`src/lsfl_pkg.sv`:
```
`timescale 1ns / 1ps
`default_nettype none
// ----------------------------------------------------------------------------
// Linked stack package
// Shared codes, state type and memory control bundle for the linked stack.
// ----------------------------------------------------------------------------
package lsfl_pkg;

    localparam logic [1:0] FUNC_PUSH = 2'd0;
    localparam logic [1:0] FUNC_POP  = 2'd1;
    localparam logic [1:0] FUNC_PEEK = 2'd2;

    localparam logic [1:0] STATUS_OK    = 2'd0;
    localparam logic [1:0] STATUS_FULL  = 2'd1;
    localparam logic [1:0] STATUS_EMPTY = 2'd2;

    localparam int VALUE_W = 32;

    typedef enum logic {
        ST_IDLE,
        ST_EXEC
    } state_t;

    typedef struct packed {
        logic val_rd;
        logic link_rd;
        logic val_wr;
        logic link_wr;
    } mem_ctl_t;

endpackage
`default_nettype wire

```
`src/linked_stack_with_free_list_top.sv`:
```
`timescale 1ns / 1ps
`default_nettype none
// ----------------------------------------------------------------------------
// Linked stack with free list
// Stack of 32-bit values kept as a linked list in a pool of SLOTS slots.
// ----------------------------------------------------------------------------
// In the cycle of acceptance the value and link memories are read at the
// top slot or the free-list head; in the execute state, once the output
// register can take the result, the link read is resolved, the lists are
// relinked and the memories are written back. A new word is taken while the
// previous result still waits on the output register. There is no clearing
// pass after reset: a high-water count of used slots supplies the initial
// free-list links. Push answers full once SLOTS values are held; pop and
// peek on an empty stack answer empty with a zero value.
module linked_stack_with_free_list_top #(
    parameter int SLOTS = 16
) (
    input  wire logic                 aclk,
    input  wire logic                 aresetn,
    input  wire logic                 s_tvalid,
    output logic                      s_tready,
    // [1:0] func, [33:2] push_value, rest zero
    input  wire logic [39:0]          s_tdata,
    output logic                      m_tvalid,
    input  wire logic                 m_tready,
    // [1:0] status, [33:2] top_value, then depth_now, rest zero
    output logic [((34 + $clog2(SLOTS + 1) + 7) / 8) * 8 - 1:0] m_tdata
);
    import lsfl_pkg::*;

    localparam int SW  = $clog2(SLOTS + 1);
    localparam int AW  = $clog2(SLOTS);
    localparam int ODW = ((34 + SW + 7) / 8) * 8;

    mem_ctl_t          mem_ctl;
    logic [AW-1:0]     val_rd_addr, link_rd_addr, val_wr_addr, link_wr_addr;
    logic [31:0]       val_wr_data, val_rd_data;
    logic [SW-1:0]     link_wr_data, link_rd_data;
    logic [1:0]        out_status;
    logic [31:0]       out_top;
    logic [SW-1:0]     out_depth;

    lsfl_ram #(
        .WIDTH (VALUE_W),
        .DEPTH (SLOTS),
        .AW    (AW)
    ) u_value_ram (
        .aclk    (aclk),
        .rd_en   (mem_ctl.val_rd),
        .rd_addr (val_rd_addr),
        .rd_data (val_rd_data),
        .wr_en   (mem_ctl.val_wr),
        .wr_addr (val_wr_addr),
        .wr_data (val_wr_data)
    );

    lsfl_ram #(
        .WIDTH (SW),
        .DEPTH (SLOTS),
        .AW    (AW)
    ) u_link_ram (
        .aclk    (aclk),
        .rd_en   (mem_ctl.link_rd),
        .rd_addr (link_rd_addr),
        .rd_data (link_rd_data),
        .wr_en   (mem_ctl.link_wr),
        .wr_addr (link_wr_addr),
        .wr_data (link_wr_data)
    );

    lsfl_ctrl #(
        .SLOTS (SLOTS),
        .SW    (SW),
        .AW    (AW)
    ) u_ctrl (
        .aclk         (aclk),
        .aresetn      (aresetn),
        .in_valid     (s_tvalid),
        .in_ready     (s_tready),
        .in_func      (s_tdata[1:0]),
        .in_value     (s_tdata[33:2]),
        .out_valid    (m_tvalid),
        .out_ready    (m_tready),
        .out_status   (out_status),
        .out_top      (out_top),
        .out_depth    (out_depth),
        .mem_ctl      (mem_ctl),
        .val_rd_addr  (val_rd_addr),
        .link_rd_addr (link_rd_addr),
        .val_wr_addr  (val_wr_addr),
        .link_wr_addr (link_wr_addr),
        .val_wr_data  (val_wr_data),
        .link_wr_data (link_wr_data),
        .val_rd_data  (val_rd_data),
        .link_rd_data (link_rd_data)
    );

    assign m_tdata = ODW'({out_depth, out_top, out_status});

    // A refused push means the pool is exhausted.
    a_full_depth: assert property (@(posedge aclk) disable iff (!aresetn)
        m_tvalid && (out_status == STATUS_FULL) |-> (out_depth == SW'(SLOTS)))
        else $error("full status with a pool that is not exhausted");

    // An empty answer comes only from an empty stack.
    a_empty_depth: assert property (@(posedge aclk) disable iff (!aresetn)
        m_tvalid && (out_status == STATUS_EMPTY) |-> (out_depth == '0))
        else $error("empty status with elements held");

    // Each word is worked on alone until its write-back.
    a_one_at_a_time: assert property (@(posedge aclk) disable iff (!aresetn)
        s_tvalid && s_tready |=> !s_tready)
        else $error("word accepted during write-back");

    // The link memory is never read and written in the same cycle.
    a_link_port: assert property (@(posedge aclk) disable iff (!aresetn)
        !(mem_ctl.link_rd && mem_ctl.link_wr))
        else $error("link memory read and write overlap");

endmodule
`default_nettype wire

```
`src/lsfl_ram.sv`:
```
`timescale 1ns / 1ps
`default_nettype none
// ----------------------------------------------------------------------------
// Linked stack slot memory
// Simple dual-port memory, one write and one registered read per cycle.
// ----------------------------------------------------------------------------
module lsfl_ram #(
    parameter int WIDTH = 32,
    parameter int DEPTH = 16,
    parameter int AW    = 4
) (
    input  wire logic             aclk,
    input  wire logic             rd_en,
    input  wire logic [AW-1:0]    rd_addr,
    output logic      [WIDTH-1:0] rd_data,
    input  wire logic             wr_en,
    input  wire logic [AW-1:0]    wr_addr,
    input  wire logic [WIDTH-1:0] wr_data
);

    logic [WIDTH-1:0] mem [DEPTH];

    always_ff @(posedge aclk) begin
        if (wr_en) begin
            mem[wr_addr] <= wr_data;
        end
    end

    // The read data holds until the next read, so a stalled consumer sees it.
    always_ff @(posedge aclk) begin
        if (rd_en) begin
            rd_data <= mem[rd_addr];
        end
    end

endmodule
`default_nettype wire

```
`src/lsfl_ctrl.sv`:
```
`timescale 1ns / 1ps
`default_nettype none
// ----------------------------------------------------------------------------
// Linked stack controller
// Issues slot reads on accept, then updates the lists and writes back.
// ----------------------------------------------------------------------------
module lsfl_ctrl #(
    parameter int SLOTS = 16,
    parameter int SW    = 5,
    parameter int AW    = 4
) (
    input  wire logic                   aclk,
    input  wire logic                   aresetn,
    input  wire logic                   in_valid,
    output logic                        in_ready,
    input  wire logic [1:0]             in_func,
    input  wire logic [31:0]            in_value,
    output logic                        out_valid,
    input  wire logic                   out_ready,
    output logic      [1:0]             out_status,
    output logic      [31:0]            out_top,
    output logic      [SW-1:0]          out_depth,
    output lsfl_pkg::mem_ctl_t          mem_ctl,
    output logic      [AW-1:0]          val_rd_addr,
    output logic      [AW-1:0]          link_rd_addr,
    output logic      [AW-1:0]          val_wr_addr,
    output logic      [AW-1:0]          link_wr_addr,
    output logic      [31:0]            val_wr_data,
    output logic      [SW-1:0]          link_wr_data,
    input  wire logic [31:0]            val_rd_data,
    input  wire logic [SW-1:0]          link_rd_data
);
    import lsfl_pkg::*;

    localparam logic [SW-1:0] NULL_SLOT = SW'(SLOTS);

    state_t          state_reg, state_next;
    logic [1:0]      func_reg;
    logic [31:0]     value_reg;
    logic [SW-1:0]   top_reg, top_next;
    logic [SW-1:0]   free_reg, free_next;
    logic [SW-1:0]   count_reg, count_next;
    logic [SW-1:0]   hw_reg, hw_next;
    logic [SW-1:0]   addr_reg;
    logic            fresh_reg;
    logic            out_valid_reg, out_valid_next;
    logic [1:0]      status_reg, status_next;
    logic [31:0]     top_val_reg, top_val_next;
    logic [SW-1:0]   depth_reg;

    logic            accept;
    logic            exec_go;
    logic [SW-1:0]   rd_slot;
    logic [SW-1:0]   link_q;
    logic            push_ok;
    logic            pop_ok;

    assign accept  = in_valid && in_ready;
    assign exec_go = (state_reg == ST_EXEC) && (!out_valid_reg || out_ready);

    // A push follows the free list, a pop follows the stack.
    assign rd_slot = (in_func == FUNC_PUSH) ? free_reg : top_reg;

    // Slots at or above the high-water mark were never written, so their link
    // is taken as simply the next slot number instead of the memory read.
    assign link_q = fresh_reg ? SW'(addr_reg + SW'(1)) : link_rd_data;

    // Next-state logic.
    always_comb begin
        state_next = state_reg;
        case (state_reg)
            ST_IDLE: begin
                if (accept) begin
                    state_next = ST_EXEC;
                end
            end
            ST_EXEC: begin
                if (exec_go) begin
                    state_next = ST_IDLE;
                end
            end
            default: state_next = ST_IDLE;
        endcase
    end

    // State machine outputs.
    always_comb begin
        in_ready        = 1'b0;
        mem_ctl.val_rd  = 1'b0;
        mem_ctl.link_rd = 1'b0;
        mem_ctl.val_wr  = 1'b0;
        mem_ctl.link_wr = 1'b0;
        case (state_reg)
            ST_IDLE: begin
                in_ready        = 1'b1;
                mem_ctl.val_rd  = in_valid && (top_reg < NULL_SLOT);
                mem_ctl.link_rd = in_valid && (rd_slot < NULL_SLOT);
            end
            ST_EXEC: begin
                mem_ctl.val_wr  = exec_go && push_ok;
                mem_ctl.link_wr = exec_go && (push_ok || pop_ok);
            end
            default: begin
                in_ready = 1'b0;
            end
        endcase
    end

    assign val_rd_addr  = top_reg[AW-1:0];
    assign link_rd_addr = rd_slot[AW-1:0];
    assign val_wr_addr  = free_reg[AW-1:0];
    assign link_wr_addr = (func_reg == FUNC_PUSH) ? free_reg[AW-1:0] : top_reg[AW-1:0];
    assign val_wr_data  = value_reg;
    assign link_wr_data = (func_reg == FUNC_PUSH) ? top_reg : free_reg;

    // Operation result and list update.
    always_comb begin
        push_ok      = 1'b0;
        pop_ok       = 1'b0;
        top_next     = top_reg;
        free_next    = free_reg;
        count_next   = count_reg;
        hw_next      = hw_reg;
        status_next  = STATUS_OK;
        top_val_next = '0;
        case (func_reg)
            FUNC_PUSH: begin
                if (count_reg >= NULL_SLOT || free_reg >= NULL_SLOT) begin
                    status_next = STATUS_FULL;
                end else begin
                    push_ok    = 1'b1;
                    top_next   = free_reg;
                    free_next  = link_q;
                    count_next = SW'(count_reg + SW'(1));
                    if (free_reg >= hw_reg) begin
                        hw_next = SW'(hw_reg + SW'(1));
                    end
                end
            end
            FUNC_POP, FUNC_PEEK: begin
                if (top_reg >= NULL_SLOT) begin
                    status_next = STATUS_EMPTY;
                end else begin
                    top_val_next = val_rd_data;
                    if (func_reg == FUNC_POP) begin
                        pop_ok    = 1'b1;
                        top_next  = link_q;
                        free_next = top_reg;
                        if (count_reg != '0) begin
                            count_next = SW'(count_reg - SW'(1));
                        end
                    end
                end
            end
            default: begin
                status_next = STATUS_OK;
            end
        endcase
    end

    always_comb begin
        if (exec_go) begin
            out_valid_next = 1'b1;
        end else if (out_ready) begin
            out_valid_next = 1'b0;
        end else begin
            out_valid_next = out_valid_reg;
        end
    end

    always_ff @(posedge aclk) begin
        if (!aresetn) begin
            state_reg     <= ST_IDLE;
            top_reg       <= NULL_SLOT;
            free_reg      <= '0;
            count_reg     <= '0;
            hw_reg        <= '0;
            out_valid_reg <= 1'b0;
        end else begin
            state_reg     <= state_next;
            out_valid_reg <= out_valid_next;
            if (exec_go) begin
                top_reg   <= top_next;
                free_reg  <= free_next;
                count_reg <= count_next;
                hw_reg    <= hw_next;
            end
        end
    end

    always_ff @(posedge aclk) begin
        if (accept) begin
            func_reg  <= in_func;
            value_reg <= in_value;
            addr_reg  <= rd_slot;
            fresh_reg <= (rd_slot >= hw_reg);
        end
        if (exec_go) begin
            status_reg  <= status_next;
            top_val_reg <= top_val_next;
            depth_reg   <= count_next;
        end
    end

    assign out_valid  = out_valid_reg;
    assign out_status = status_reg;
    assign out_top    = top_val_reg;
    assign out_depth  = depth_reg;

endmodule
`default_nettype wire
```
`config.mk`:
```
export PLATFORM = sky130hd
export DESIGN_NAME = linked_stack_with_free_list_top
export DESIGN_NICKNAME = d
export VERILOG_FILES = /design/src/lsfl_pkg.sv /design/src/linked_stack_with_free_list_top.sv /design/src/lsfl_ram.sv /design/src/lsfl_ctrl.sv
export SDC_FILE = /design/constraint.sdc
export NUM_CORES = 1
export LEC_CHECK = 0
export ABC_AREA = 1
export ABC_CLOCK_PERIOD_IN_PS = 9710
export BUFFER_PORTS_ARGS = -buffer_cell sky130_fd_sc_hd__buf_2
export CAP_MARGIN = 15
export CORE_MARGIN = 4
export CORE_UTILIZATION = 45
export DETAILED_ROUTE_END_ITERATION = 10
export SKIP_CTS_REPAIR_TIMING = 1
export SYNTH_ARGS = -nofsm -noshare
export SYNTH_HDL_FRONTEND = slang
export SYNTH_HIERARCHICAL = 1
export SYNTH_SLANG_ARGS = --single-unit
```
`constraint.sdc`:
```
create_clock -name aclk -period 9.71 [get_ports aclk]
set_clock_uncertainty 0.05 [all_clocks]
set_input_delay 0.4855 -clock aclk [delete_from_list [all_inputs] [get_ports aclk]]
set_output_delay 0.4855 -clock aclk [all_outputs]
set_load 0.005 [all_outputs]
```
After elaboration in Yosys (flattened, before gate mapping)
Memories as Yosys holds them, arrays and structs flattened. A register that Yosys moved wholly into a read port is not among the register bits.
Cells that the tools add are included.
{"block": "op_classes", "eq_ne": 5, "n_reduce_logical": 19, "mux": 37, "n_bitwise": 3, "add_sub_neg": 4, "order_cmp": 7}
{"op": "two-way mux 5 bit", "n": 13}
{"op": "one-hot mux 5 bit (2 select lines)", "n": 3}
{"op": "adder 5 x 1 -> 5 bit (second input constant)", "n": 3}
{"op": "greater-or-equal comparator 5 bit (second input constant)", "n": 3}
{"op": "two-way mux 1 bit", "n": 15}
{"op": "greater-or-equal comparator 5 bit", "n": 2}
{"op": "< comparator 5 bit (second input constant)", "n": 2}
{"op": "logical AND 1 bit", "n": 6}
{"op": "two-way mux 2 bit", "n": 3}
{"op": "AND reduction 5 bit", "n": 1}
{"op": "nonzero test 5 bit", "n": 1}
{"op": "subtractor 5 x 1 -> 5 bit (second input constant)", "n": 1}
{"op": "logical NOT 2 bit", "n": 2}
{"op": "two-way mux 4 bit", "n": 1}
{"op": "inequality test 2 bit (second input constant)", "n": 2}
{"op": "one-hot mux 2 bit (2 select lines)", "n": 1}
{"op": "AND reduction 4 bit", "n": 1}
{"op": "nonzero test 2 bit", "n": 2}
{"op": "OR reduction 2 bit", "n": 2}
{"op": "logical OR 1 bit", "n": 3}
{"op": "NOT 1 bit", "n": 3}
{"op": "== test 2 x 1 -> 1 bit (second input constant)", "n": 1}
{"op": "== test 2 bit (second input constant)", "n": 1}
{"op": "inequality test 2 x 1 -> 1 bit (second input constant)", "n": 1}
{"op": "other kinds (2)", "n": 2}
{"block": "totals", "inputBits": 44, "register_bits": 101, "mem_count": 2, "output_inout_bits": 42, "ram_bits": 592}
{"name": "u_value_ram.mem", "depth": 16, "word_bits": 32, "read_ports": 1, "rd_ports_with_merged_regs": 1, "write_ports": 1, "line": "lsfl_ram.sv:21", "rtl": "logic [WIDTH-1:0] mem [DEPTH];"}
{"name": "u_link_ram.mem", "depth": 16, "word_bits": 5, "read_ports": 1, "rd_ports_with_merged_regs": 1, "write_ports": 1, "line": "lsfl_ram.sv:21"}

Logic depth before layout (Yosys ltp)
{"block": "logic_depth", "word_depth": 9, "ltp_mapped": 14, "depth_no_buf": 12}

Cells and area by module
The synthesis kept the hierarchy.
{"mod": "lsfl_ram at u_value_ram", "cells_per_inst": 2120, "seq_area_each_um2": 16335.7, "area_each_um2": 23050.9, "n_inst": 1}
{"mod": "lsfl_ctrl", "cells_per_inst": 463, "seq_area_each_um2": 2812.7, "area_each_um2": 4643.2, "n_inst": 1}
{"mod": "lsfl_ram at u_link_ram", "cells_per_inst": 355, "seq_area_each_um2": 2552.4, "area_each_um2": 3731.1, "n_inst": 1}
{"mod": "linked_stack_with_free_list_top", "cells_per_inst": 2, "seq_area_each_um2": 0.0, "area_each_um2": 11.3, "n_inst": 1}

Worst setup path before layout
OpenSTA, ideal clock, no wires.
{"block": "synth_path", "path_kind": "input to register", "from": "in s_tvalid", "to": "reg u_value_ram.rd_data[0], read port of u_value_ram.mem (enable)", "path_stages": 4, "slack_ps": 5372, "n_path_buf": 0, "arrival_time_ps": 3867, "required_time_ps": 9239, "path_cell_list": "inv_1 -> nor2_1 -> inv_1 -> nor2_1"}
{"element": "start: declaration", "line": "linked_stack_with_free_list_top.sv:20", "rtl": "input wire logic s_tvalid,"}
{"element": "end: declaration", "line": "lsfl_ram.sv:15", "rtl": "output logic [WIDTH-1:0] rd_data,"}

Worst setup path in the final report
{"block": "layout_path", "from": "reg u_ctrl.top_reg[0]", "to": "reg u_value_ram.rd_data[8], read port of u_value_ram.mem (data pin)"}
{"block": "layout_via", "elab_chain_len": 3}
{"element": "start: declaration", "line": "lsfl_ctrl.sv:40", "rtl": "logic [SW-1:0] top_reg, top_next;"}
{"element": "start signal: assignment", "line": "lsfl_ctrl.sv:183", "rtl": "top_reg <= top_next;"}
{"element": "< comparator 5 bit", "line": "lsfl_ctrl.sv:96", "rtl": "mem_ctl.val_rd = in_valid && (top_reg < NULL_SLOT);"}
{"element": "logical AND 1 bit", "line": "lsfl_ctrl.sv:96"}
{"element": "two-way mux 2 bit", "line": "lsfl_ctrl.sv:93", "rtl": "case (state_reg)"}
Several ways; a longest one is shown, not always the timed one.
A chain may end at the register's enable or synchronous reset.

==> impl_metrics.ini <==
[synthesis]
synth_ff_type = edfxtp_1
synth_area_leaders = edfxtp_1 68%, nand2_1 10%, nand3_1 7.5%, inv_1 6.0%, dfxtp_1 1.4%
yosys.area.top_type = edfxtp_1
synth-seq-area-share = 0.690
synthArstFlopShare = 0
netlist_area_sq_um = 31400
synth.distinct_cells = 40
synth.avg_cell_area_sq_um = 10.7
syn-num-nets = 3003
synth_cells = 2940
synth_warnings = 6
yosysTopAreaCellShare = 0.676
synth_edf_count = 708
synth-seq-cells = 730

[setup_path]
r2r_end = u_value_ram/rd_data[8]
cp-end-kind = register
r2r-start = u_ctrl/top_reg[0]
rrSetupSlack_ns = 5.93
crit_fanout = 111
rr_worst_depth = 8
path_class = register to register
cp-start-kind = register
cp.arrival_ns = 4.06
cp.required_ns = 10.00

[sta]
hold_slack_ns = 0.0290
max_freq_mhz = 265
drv_slew = 0
hold_violations = 0
period_needed_ns = 3.78
relSlewSlack = 0.254
setup_slack_ns = 5.93
period_share = 0.389
grt_setup_unrepaired = no
setup_tns_ns = 0
finalSetupViolCount = 0
worst_pin_slew_ns = 1.11

[drt]
avgViaCountPerCell = 5.02
wire_per_inst_microns = 18.2
drt_iter0_drc = 1743
totalWireLength_microns = 73100
vias = 20110
ant_nets = 0
dr.pass1.iters = 5
drc_errors = 0

[power_and_ir_drop]
pwr-share-comb = 0.035
p_leak_uw = 0.0145
pwr-share-seq = 0.529
swShare = 0.207
internal-power_uw = 5310
netSwitchingPower_uw = 1390
peakVddDrop_v = 0.000125
p_per_area_nw_per_um2 = 190
power_frac_clock = 0.436

[worst_hold_path]
min_from = s_tdata[4]
holdPathEnd = u_ctrl/val_wr_data[2]
hold_path.class = input pin to register
hold-path-cell-count = 1

[die]
rows = 96
io_pins = 86
floorplan.initialDensity = 0.456
die_w_microns = 272
die_h_microns = 272
die_area_sq_um = 74200
core-area_sq_um = 68900

[placed_design]
placed_area_sq_um = 32400
dp_cells = 3842
dpl_worst_slack_ns = 5.95
port_buffers = 78
gp_congestion = 0.773
dp_hpwl_microns = 37200

[cells_and_area]
drive_gt1_frac = 0.0972
final_cell_mix = 858 x nand2_1, 708 x edfxtp_1, 496 x inv_1, 469 x nand3_1, 83 x clkbuf_16
ff_latch_area_sq_um = 21700
layout_commonest_cell = nand2_1
top_register = u_value_ram/mem
top_regs = u_value_ram/mem (512), u_link_ram/mem (80)
fin_cells = 4006
largest_reg_flops = 512
fin_nets = 3077
multi_input_area_sq_um = 6880
syn_to_final_growth_pct = 12.0
stdcell_area_sq_um = 35200
diodes = 0
fill_cells = 6016

[global_routing]
grt.overflow.total = 0
antenna_found_initial = 0
grt_pass1_vias = 19631
grt_max_degree = 211
grt_pass1_wl_microns = 112000
track_usage = 0.196

[clock_tree]
cts_buffers = 79
clk_pin_slew_ns = 0.06
cts_max_level = 3
cts_num_sinks = 730
cts_buffer_depth = 3
cts_tree = yes
clk-insertion-delay-late_ns = 0.60
root_buffer = clkbuf_16

[outcome]
status = finished clean

[job]
maxCapViolations = 0
==> Yosys cell counts, drive strengths merged, types with 2 or more instances <==
library cell  number
nand2            867
edfxtp           708
inv              532
nand3            469
buf              124
nor2              85
o21ai             37
a21oi             27
dfxtp             22
clkbuf            20
ha                19
xor2               6
nand3b             5
nand4              5
o21bai             2
or2                2
==> worst max path at each step <==
stage                            from                       to  slack (ns)
floorplan                    s_tvalid   u_value_ram/rd_data[0]        5.37
global placement    u_ctrl/top_reg[0]  u_value_ram/rd_data[10]        5.98
detailed placement  u_ctrl/top_reg[0]  u_value_ram/rd_data[10]        5.95
CTS                 u_ctrl/top_reg[0]   u_value_ram/rd_data[8]        5.90
global route        u_ctrl/top_reg[0]  u_value_ram/rd_data[10]        5.64
finish              u_ctrl/top_reg[0]   u_value_ram/rd_data[8]        5.93
==> area by class of cell <==
class	count	area share
clock inverters	44	0.0113
inverters	533	0.0573
flip-flops and latches	730	0.617
clock buffers	98	0.0606
repair buffers	137	0.0256
multi-input cells	1533	0.195
well taps	931	0.0331
==> worst max-delay path, stage by stage (launching register included) <==
cell     delay [ns]
dfxtp_4        0.52
inv_6          0.70
buf_4          0.93
buf_4          0.67
nand2_1        0.12
nand3_1        0.10
nand3_1        0.12
nand3_1        0.12
nand2_1        0.08
==> routing by layer <==
layer  global-route usage  wire (microns)  vias to the layer above  part of all wire
met2                0.340           36300                      621              0.50
met5                    0               0                        -                 0
met3               0.0330            4350                      125             0.060
met4               0.0530            1710                        0             0.023
met1                0.256           30700                     9692              0.42
li1                     -               -                     9672                 -
==> metrics by stage <==
| step | utilization | total power [uW] |
|---|---|---|
| 2_1_floorplan | - | 3750 |
| 3_3_place_gp | 0.471 | 3830 |
| 3_5_place_dp | 0.471 | 3840 |
| 4_1_cts | 0.507 | 6770 |
| 5_1_grt | 0.511 | 6940 |
| 6_report | 0.511 | 6700 |
==> cells by family (layout without fill, tap and decap cells) <==
| logic type | count (synthesis) | after routing | synth area share |
|---|---|---|---|
| compound gates | 71 | 71 | 0.0121 |
| xor+xnor | 7 | 7 | 0.00195 |
| fa+ha+maj | 19 | 19 | 0.00756 |
| buf+inv | 677 | 812 | 0.0952 |
| flops | 730 | 730 | 0.690 |
| other cells | 1 | 1 | 0.000119 |
| simple gates | 1435 | 1435 | 0.193 |
==> power by group through the flow <==
stage          sequential (uW)  clock (uW)  combinational, uW
3_3_place_gp              3610           0                226
6_report                  3540        2920                235
3_5_place_dp              3610           0                230
2_1_floorplan             3590           0                166
5_1_grt                   3550        3130                264
4_1_cts                   3540        2990                231
(Power assumes the default switching activity.)
